## src/rtl/core/deq_pkg.sv

```systemverilog
`timescale 1ns / 1ps
// ----------------------------------------------------------------------------
// deq_pkg: shared types and codes of the double-ended queue
// Operation codes, status codes, field widths and the controller states.
// ----------------------------------------------------------------------------
package deq_pkg;

   // fixed field widths of the stream payload
   localparam int FUNC_W   = 3;
   localparam int STATUS_W = 2;
   localparam int VALUE_W  = 32;

   // operation codes carried on req_tuser
   localparam logic [FUNC_W-1:0] FUNC_PUSH_FRONT = 3'd0;
   localparam logic [FUNC_W-1:0] FUNC_PUSH_BACK  = 3'd1;
   localparam logic [FUNC_W-1:0] FUNC_POP_FRONT  = 3'd2;
   localparam logic [FUNC_W-1:0] FUNC_POP_BACK   = 3'd3;
   localparam logic [FUNC_W-1:0] FUNC_QUERY      = 3'd4;

   // status codes carried on rsp_tuser
   localparam logic [STATUS_W-1:0] STATUS_OK    = 2'd0;
   localparam logic [STATUS_W-1:0] STATUS_EMPTY = 2'd1;
   localparam logic [STATUS_W-1:0] STATUS_FULL  = 2'd2;

   // controller states, one-hot
   typedef enum logic [2:0] {
      ST_IDLE = 3'b001,
      ST_READ = 3'b010,
      ST_SEND = 3'b100
   } state_type;

endpackage

```

## src/rtl/core/deq_ram.sv

```systemverilog
`timescale 1ns / 1ps
// ----------------------------------------------------------------------------
// deq_ram: generic single-port-write, single-port-read RAM
// One write and one read per cycle; read data is registered.
// ----------------------------------------------------------------------------
module deq_ram #(
   parameter  int WIDTH = 32,
   parameter  int DEPTH = 16,
   localparam int AW    = $clog2(DEPTH)
) (
   input  logic             clock,
   input  logic             wr_en,
   input  logic [AW-1:0]    wr_addr,
   input  logic [WIDTH-1:0] wr_data,
   input  logic             rd_en,
   input  logic [AW-1:0]    rd_addr,
   output logic [WIDTH-1:0] rd_data
);

   logic [WIDTH-1:0] mem_ff [DEPTH];
   logic [WIDTH-1:0] rd_data_ff;

   // write port
   always_ff @(posedge clock) begin
      if (wr_en) begin
         mem_ff[wr_addr] <= wr_data;
      end
   end

   // registered read port
   always_ff @(posedge clock) begin
      if (rd_en) begin
         rd_data_ff <= mem_ff[rd_addr];
      end
   end

   assign rd_data = rd_data_ff;

endmodule

```

## src/rtl/core/double_ended_queue_top.sv

```systemverilog
`timescale 1ns / 1ps
// ----------------------------------------------------------------------------
// double_ended_queue_top: bounded deque on a ring buffer RAM
// Push and query results are registered on the transfer; a pop that leaves two
// or more elements first passes ST_READ (RAM read of the new end element).
// Throughput: one push or query per cycle while rsp is not stalled; such a pop
// holds off new requests during the read of the single registered RAM port.
// Reset clears pointers, count, controller state and the response valid flag;
// the RAM and the payload registers are not cleared.
// ----------------------------------------------------------------------------
module double_ended_queue_top import deq_pkg::*; #(
   parameter  int DEPTH       = 16,
   parameter  int DATA_WIDTH  = 32,
   localparam int CNT_W       = $clog2(DEPTH + 1),
   localparam int RSP_BITS    = 3 * VALUE_W + CNT_W + 1,
   localparam int RSP_TDATA_W = ((RSP_BITS + 7) / 8) * 8
) (
   input  logic                   clock,
   input  logic                   reset,
   // request stream
   input  logic                   req_tvalid,
   output logic                   req_tready,
   input  logic [VALUE_W-1:0]     req_tdata,   // [31:0] value
   input  logic [FUNC_W-1:0]      req_tuser,   // [2:0] func
   // response stream
   output logic                   rsp_tvalid,
   input  logic                   rsp_tready,
   output logic [RSP_TDATA_W-1:0] rsp_tdata,   // popped_value, front_value,
                                               // rear_value, occupancy,
                                               // empty flag, zero pad
   output logic [STATUS_W-1:0]    rsp_tuser    // [1:0] status
);

   localparam int IDX_W = $clog2(DEPTH);
   localparam logic [IDX_W-1:0] IDX_LAST = IDX_W'(DEPTH - 1);
   localparam logic [CNT_W-1:0] CNT_FULL = CNT_W'(DEPTH);
   localparam logic [CNT_W-1:0] CNT_ONE  = CNT_W'(1);
   localparam logic [CNT_W-1:0] CNT_TWO  = CNT_W'(2);

   typedef logic [IDX_W-1:0] idx_type;

   typedef struct packed {
      logic [STATUS_W-1:0] status;
      logic                empty_flag;
      logic [CNT_W-1:0]    occupancy;
      logic [VALUE_W-1:0]  rear;
      logic [VALUE_W-1:0]  front;
      logic [VALUE_W-1:0]  popped;
   } res_type;

   // ring index step forward with wrap
   function automatic idx_type idx_next(input idx_type i);
      return (i == IDX_LAST) ? '0 : i + IDX_W'(1);
   endfunction

   // ring index step backward with wrap
   function automatic idx_type idx_prev(input idx_type i);
      return (i == '0) ? IDX_LAST : i - IDX_W'(1);
   endfunction

   // sign-extend a stored element to the output field width
   function automatic logic [VALUE_W-1:0] to_out(input logic [DATA_WIDTH-1:0] x);
      logic [63:0] w;
      w = 64'($signed(x));
      return w[VALUE_W-1:0];
   endfunction

   // control state
   state_type             state_ff, state_in;
   idx_type               head_ff, head_in;
   idx_type               tail_ff, tail_in;
   logic [CNT_W-1:0]      count_ff, count_in;
   logic                  rsp_valid_ff;

   // cached end elements and pop bookkeeping
   logic [DATA_WIDTH-1:0] front_ff, front_in;
   logic [DATA_WIDTH-1:0] rear_ff, rear_in;
   logic [DATA_WIDTH-1:0] popped_ff, popped_in;
   logic                  take_head_ff, take_head_in;

   // output register and skid holding register
   res_type               rsp_ff;
   res_type               hold_ff;
   res_type               res_c;

   // RAM port signals
   logic                  wr_en;
   idx_type               wr_addr;
   logic                  rd_en;
   idx_type               rd_addr;
   logic [DATA_WIDTH-1:0] rd_data;
   logic [DATA_WIDTH-1:0] push_data;

   logic                  req_accept;
   logic                  out_free;
   logic                  load_c;
   logic [STATUS_W-1:0]   status_c;
   logic [DATA_WIDTH-1:0] popped_c;
   logic [FUNC_W-1:0]     func;

   assign func       = req_tuser;
   assign push_data  = DATA_WIDTH'(req_tdata);
   assign req_tready = (state_ff == ST_IDLE) && !reset;
   assign req_accept = req_tvalid && req_tready;
   assign out_free   = !rsp_valid_ff || rsp_tready;

   // element store
   deq_ram #(
      .WIDTH (DATA_WIDTH),
      .DEPTH (DEPTH)
   ) u_store (
      .clock   (clock),
      .wr_en   (wr_en),
      .wr_addr (wr_addr),
      .wr_data (push_data),
      .rd_en   (rd_en),
      .rd_addr (rd_addr),
      .rd_data (rd_data)
   );

   // decode the operation, update pointers and cached ends, steer the FSM
   always_comb begin
      state_in     = state_ff;
      head_in      = head_ff;
      tail_in      = tail_ff;
      count_in     = count_ff;
      front_in     = front_ff;
      rear_in      = rear_ff;
      popped_in    = popped_ff;
      take_head_in = take_head_ff;
      wr_en        = 1'b0;
      wr_addr      = head_ff;
      rd_en        = 1'b0;
      rd_addr      = head_ff;
      status_c     = STATUS_OK;
      popped_c     = '0;
      load_c       = 1'b0;

      unique case (state_ff)
         ST_IDLE: begin
            if (req_accept) begin
               load_c = 1'b1;
               unique case (func) inside
                  FUNC_PUSH_FRONT, FUNC_PUSH_BACK: begin
                     if (count_ff == CNT_FULL) begin
                        status_c = STATUS_FULL;
                     end else begin
                        wr_en    = 1'b1;
                        count_in = count_ff + CNT_ONE;
                        if (count_ff == '0) begin
                           head_in  = '0;
                           tail_in  = '0;
                           wr_addr  = '0;
                           front_in = push_data;
                           rear_in  = push_data;
                        end else if (func == FUNC_PUSH_FRONT) begin
                           head_in  = idx_prev(head_ff);
                           wr_addr  = head_in;
                           front_in = push_data;
                        end else begin
                           tail_in  = idx_next(tail_ff);
                           wr_addr  = tail_in;
                           rear_in  = push_data;
                        end
                     end
                  end
                  FUNC_POP_FRONT, FUNC_POP_BACK: begin
                     if (count_ff == '0) begin
                        status_c = STATUS_EMPTY;
                     end else begin
                        count_in = count_ff - CNT_ONE;
                        if (func == FUNC_POP_FRONT) begin
                           popped_c = front_ff;
                           head_in  = idx_next(head_ff);
                           if (count_ff == CNT_TWO) begin
                              front_in = rear_ff;
                           end else if (count_ff > CNT_TWO) begin
                              // fetch the new front element
                              rd_en        = 1'b1;
                              rd_addr      = head_in;
                              popped_in    = front_ff;
                              take_head_in = 1'b1;
                              load_c       = 1'b0;
                              state_in     = ST_READ;
                           end
                        end else begin
                           popped_c = rear_ff;
                           tail_in  = idx_prev(tail_ff);
                           if (count_ff == CNT_TWO) begin
                              rear_in = front_ff;
                           end else if (count_ff > CNT_TWO) begin
                              // fetch the new rear element
                              rd_en        = 1'b1;
                              rd_addr      = tail_in;
                              popped_in    = rear_ff;
                              take_head_in = 1'b0;
                              load_c       = 1'b0;
                              state_in     = ST_READ;
                           end
                        end
                     end
                  end
                  default: begin
                     // query and unused codes leave the state alone
                  end
               endcase
            end
         end
         ST_READ: begin
            load_c   = 1'b1;
            popped_c = popped_ff;
            if (take_head_ff) begin
               front_in = rd_data;
            end else begin
               rear_in = rd_data;
            end
         end
         ST_SEND: begin
            // wait for the output register to drain
         end
         default: begin
            state_in = ST_IDLE;
         end
      endcase

      // route a finished result to the output or the holding register
      if (load_c) begin
         state_in = out_free ? ST_IDLE : ST_SEND;
      end else if ((state_ff == ST_SEND) && out_free) begin
         state_in = ST_IDLE;
      end
   end

   // assemble the result from the post-operation state
   always_comb begin
      res_c.status     = status_c;
      res_c.popped     = to_out(popped_c);
      res_c.front      = (count_in != '0) ? to_out(front_in) : '0;
      res_c.rear       = (count_in != '0) ? to_out(rear_in) : '0;
      res_c.occupancy  = count_in;
      res_c.empty_flag = (count_in == '0);
   end

   // control registers
   always_ff @(posedge clock) begin
      if (reset) begin
         state_ff     <= ST_IDLE;
         head_ff      <= '0;
         tail_ff      <= '0;
         count_ff     <= '0;
         rsp_valid_ff <= 1'b0;
      end else begin
         state_ff <= state_in;
         head_ff  <= head_in;
         tail_ff  <= tail_in;
         count_ff <= count_in;
         if ((load_c || (state_ff == ST_SEND)) && out_free) begin
            rsp_valid_ff <= 1'b1;
         end else if (rsp_tready) begin
            rsp_valid_ff <= 1'b0;
         end
      end
   end

   // payload registers
   always_ff @(posedge clock) begin
      front_ff     <= front_in;
      rear_ff      <= rear_in;
      popped_ff    <= popped_in;
      take_head_ff <= take_head_in;
      if (load_c && out_free) begin
         rsp_ff <= res_c;
      end else if ((state_ff == ST_SEND) && out_free) begin
         rsp_ff <= hold_ff;
      end
      if (load_c && !out_free) begin
         hold_ff <= res_c;
      end
   end

   // drive the response stream
   assign rsp_tvalid = rsp_valid_ff;
   assign rsp_tuser  = rsp_ff.status;
   assign rsp_tdata  = RSP_TDATA_W'({rsp_ff.empty_flag, rsp_ff.occupancy, rsp_ff.rear,
                                     rsp_ff.front, rsp_ff.popped});

   // ring span between head and tail, for checking
   logic [IDX_W+1:0] span;
   assign span = (tail_ff >= head_ff)
               ? {2'b00, tail_ff} - {2'b00, head_ff} + (IDX_W+2)'(1)
               : {2'b00, tail_ff} - {2'b00, head_ff} + (IDX_W+2)'(DEPTH + 1);

   // the pointers always enclose exactly the stored elements
   a_span_matches_count: assert property (@(posedge clock) disable iff (reset)
      (count_ff != '0) |-> (span == (IDX_W+2)'(count_ff)))
      else $error("head/tail span disagrees with element count");

   // a single element is both the front and the rear
   a_single_ends_agree: assert property (@(posedge clock) disable iff (reset)
      (count_ff == CNT_ONE) |-> (front_ff == rear_ff))
      else $error("cached front and rear differ with one element");

   // the holding register is used only while the output register is full
   a_send_has_output: assert property (@(posedge clock) disable iff (reset)
      (state_ff == ST_SEND) |-> rsp_valid_ff)
      else $error("held result with empty output register");

   // the count never passes the depth
   a_count_bounded: assert property (@(posedge clock) disable iff (reset)
      count_ff <= CNT_FULL)
      else $error("element count exceeds depth");

endmodule

```

## config.mk

```make
export PLATFORM = sky130hd
export DESIGN_NAME = double_ended_queue_top
export DESIGN_NICKNAME = d
export VERILOG_FILES = /design/src/rtl/core/deq_pkg.sv /design/src/rtl/core/deq_ram.sv /design/src/rtl/core/double_ended_queue_top.sv
export SDC_FILE = /design/constraint.sdc
export NUM_CORES = 1
export LEC_CHECK = 0
export BUFFER_PORTS_ARGS = -buffer_cell sky130_fd_sc_hd__buf_2
export CAP_MARGIN = 10
export CORE_MARGIN = 2
export CORE_UTILIZATION = 62
export CTS_CLUSTER_SIZE = 12
export DETAILED_ROUTE_END_ITERATION = 7
export MAX_ROUTING_LAYER = met4
export PLACE_DENSITY = 0.77
export SLEW_MARGIN = 40
export SYNTH_ARGS = -nofsm -noshare
export SYNTH_HDL_FRONTEND = slang
export SYNTH_HIERARCHICAL = 1
export SYNTH_SLANG_ARGS = --single-unit
export TNS_END_PERCENT = 5
```

## constraint.sdc

```tcl
create_clock -name clock -period 9.2 [get_ports clock]
set_input_delay 0.46 -clock clock [delete_from_list [all_inputs] [get_ports clock]]
set_output_delay 0.46 -clock clock [all_outputs]
set_load 0.05 [all_outputs]
```

==> flow_summary.toml <==
[clocking]
cts_tree = "yes"
cts.path.max_buffers = 3
cts_hold_buf = 0
numCtsBuffers = 85
cts_resized = 0
insertion_delay_ps = 640
htree_num_levels = 3
cts_num_sinks = 866
path_clk_slew_ps = 60
cts-root-buf = "clkbuf_16"
post-cts-setup-buffers = 0

[setup_path]
crit_chain = "buf_4 > nor3b_2 > nand3b_1 > nor3_4 > buf_4 > a21boi_4 > nand2_1 > o21ai_4 > buf_16 > buf_4 > buf_4 > mux4_2 > a22oi_1 > nand2_1"
crit_path_max_fanout = 38
regToRegSetupSlack_ps = 3870
timing.rr.end = "u_store/rd_data[13]"
slowest_delay_ps = 630
cp_common_cell = "buf_4"
cp-startpoint = "state_ff[1]"
worstReg2RegStart = "state_ff[1]"
path_buf_inv = 5
criticalPathCategory = "register to register"
arrival_ps = 5700
worst_path_dominant_cell_family = "buffers and inverters"
r2r_cells = 14
critical-path-slowest-cell = "buf_4"
crit_required_ps = 9570
cp_num_cells = 14
worst_setup_path_start_kind = "register"
setup.worst_path.end_class = "register"
endpoint = "u_store/rd_data[13]"

[yosys]
synth_edf_count = 785
async_flop_share = 0
synth_top_area_frac = 0.661
ys_seq_area_frac = 0.706
yosysTopAreaCell = "edfxtp_1"
syn-cell-area_um2 = 35700
syn_area_per_cell_um2 = 16.4
synth-main-ff-cell = "edfxtp_1"
synth_cells = 2173
ys_warn_count = 6
synthTopCellsByArea = "edfxtp_1, mux4_2, dfxtp_1"
synthDistinctLibCells = 69
synth-seq-cells = 866

[drt]
dr.pass1.iters = 8
drc = 1
wirelength_mm = 86.9
post_drt_via_cell_ratio = 6.86
wire_per_inst_um = 28.0
antenna_left = 0
drt-initial-drc-count = 2993
vias = 21300

[final_layout]
final_common_cell = "edfxtp_1"
nets = 2344
drive_above_1_share = 0.242
layout_common_cells = "edfxtp_1, nand2_1, buf_2, mux4_2, nor2_1"
utilization = 0.702
syn_to_final_growth_pct = 11.4
final_cells = 3102

[grt]
grt_max_degree = 79
grt_pass1_wl_mm = 131
grt_overflow = 0
grt_pass1_vias = 20800
grt_use_total = 0.303
antenna_found_initial = 6

[floorplan]
start_util = 0.630
num_rows = 87
die_w_um = 244
dieArea_um2 = 59500
pin_count = 147
core_area_um2 = 56600
die_h_um = 244

[status]
status = "complete, but fails checks"
violations = "DRC"

[placement]
gp_congestion = 0.869
hpwl_mm = 46.9
pre_cts_ws_ps = 3840
dp.cells = 2965
io_buffers = 144

[run]
timing.max_cap.violations = 0

[timing]
fin_tns_setup_ps = 0
finalSetupViolations = 0
rsz0062_at_grt = "no"
holdWs_ps = 189
setup_slack_ps = 3870
fin_crit_ps = 5330
relSlewSlack = 0.402
slew_violations = 0
period_share = 0.579
hold_violations = 0
skew_ps = 21.3
worst_pin_slew_ps = 897
max_freq_mhz = 188

[pwr]
p_per_area_nw_per_um2 = 212
p_leak_uw = 0.0131
vdd_drop_max_v = 0.000136

[min_path]
hp-class = "input port to register"
==> worst register-to-register path, stage by stage, from the launching register on <==
cell	delay [ps]
dfxtp_1	300
buf_4	290
nor3b_2	470
nand3b_1	230
nor3_4	210
buf_4	480
a21boi_4	440
nand2_1	150
o21ai_4	190
buf_16	210
buf_4	530
buf_4	640
mux4_2	630
a22oi_1	210
nand2_1	90
==> final cells by class <==
class,instances,area (µm²)
timing repair buffer,193,1150
inverter,81,304
tap,756,946
antenna,7,17.5
clock inverter,19,179
sequential,866,25200
multi-input combinational,1070,9720
clock buffer,110,2240
fill,3513,16900
==> per-stage QoR <==
step                      power, µW  instance area [µm²]
final                          8410                39700
after global routing           8660                39700
after CTS                      8430                39700
after detailed placement       5320                37300
after global placement         5280                37200
after floorplan                5100                35700
==> state kept, by name, summed over array words and instances, names as in the netlist <==
| name | count |
|---|---|
| rsp_tuser | 2 |
| hold_ff | 104 |
| popped_ff | 32 |
| rsp_tvalid | 1 |
| head_ff | 4 |
| rsp_tdata | 102 |
| u_store/rd_data | 32 |
| tail_ff | 4 |
| u_store/mem_ff | 512 |
| front_ff | 32 |
| take_head_ff | 1 |
| rear_ff | 32 |
| state_ff | 3 |
| count_ff | 5 |
==> synth_stat cells (all sizes together) (65+ instances only) <==
master / n
edfxtp: 785
nand2: 148
nor2: 139
mux4: 128
dfxtp: 81
inv: 81
buf: 79
clkbuf: 78
a22oi: 68
mux2: 67
a22o: 65
o31ai: 65
==> layer usage <==
layer  wire length [µm]  up-vias  GRT usage
met5                  0        -          -
met4               2330        0      0.101
met3               9080      195     0.0519
met2              41500     1367      0.463
met1              33900    10800      0.423
li1                   -     8946          -
==> power breakdown <==
part,internal (µW),switching (µW)
registers,4420,126
clock network,1730,1410
logic,233,492
total,6380,2030
==> logic make-up (layout without fill, tap and decap cells) <==
family                     count (synthesis)  after routing  share of synthesized area
adders and majority gates                  8              8                    0.00280
other                                      1              9                   0.000105
xor gates and xnor gates                   6              6                    0.00147
and+or+nand+nor                          384            384                     0.0491
muxes                                    230            230                      0.112
AOI/OAI and AO/OA                        440            440                      0.101
buffers and inverters                    238            403                     0.0283
DFF                                      866            866                      0.706
==> how the worst min path moves through the flow <==
| stage | start | end | slack (ps) | cells past startpoint |
|---|---|---|---|---|
| detailed placement | hold_ff[72] | rsp_tdata[72] | 510 | 2 |
| finish | req_tvalid | state_ff[0] | 190 | 3 |
| floorplan | hold_ff[32] | rsp_tdata[32] | 490 | 2 |
| global placement | hold_ff[71] | rsp_tdata[71] | 500 | 2 |
| CTS | req_tvalid | state_ff[0] | 170 | 3 |
| global route | req_tvalid | state_ff[0] | 190 | 3 |
No activity file was read; power rests on OpenSTA's default activity.
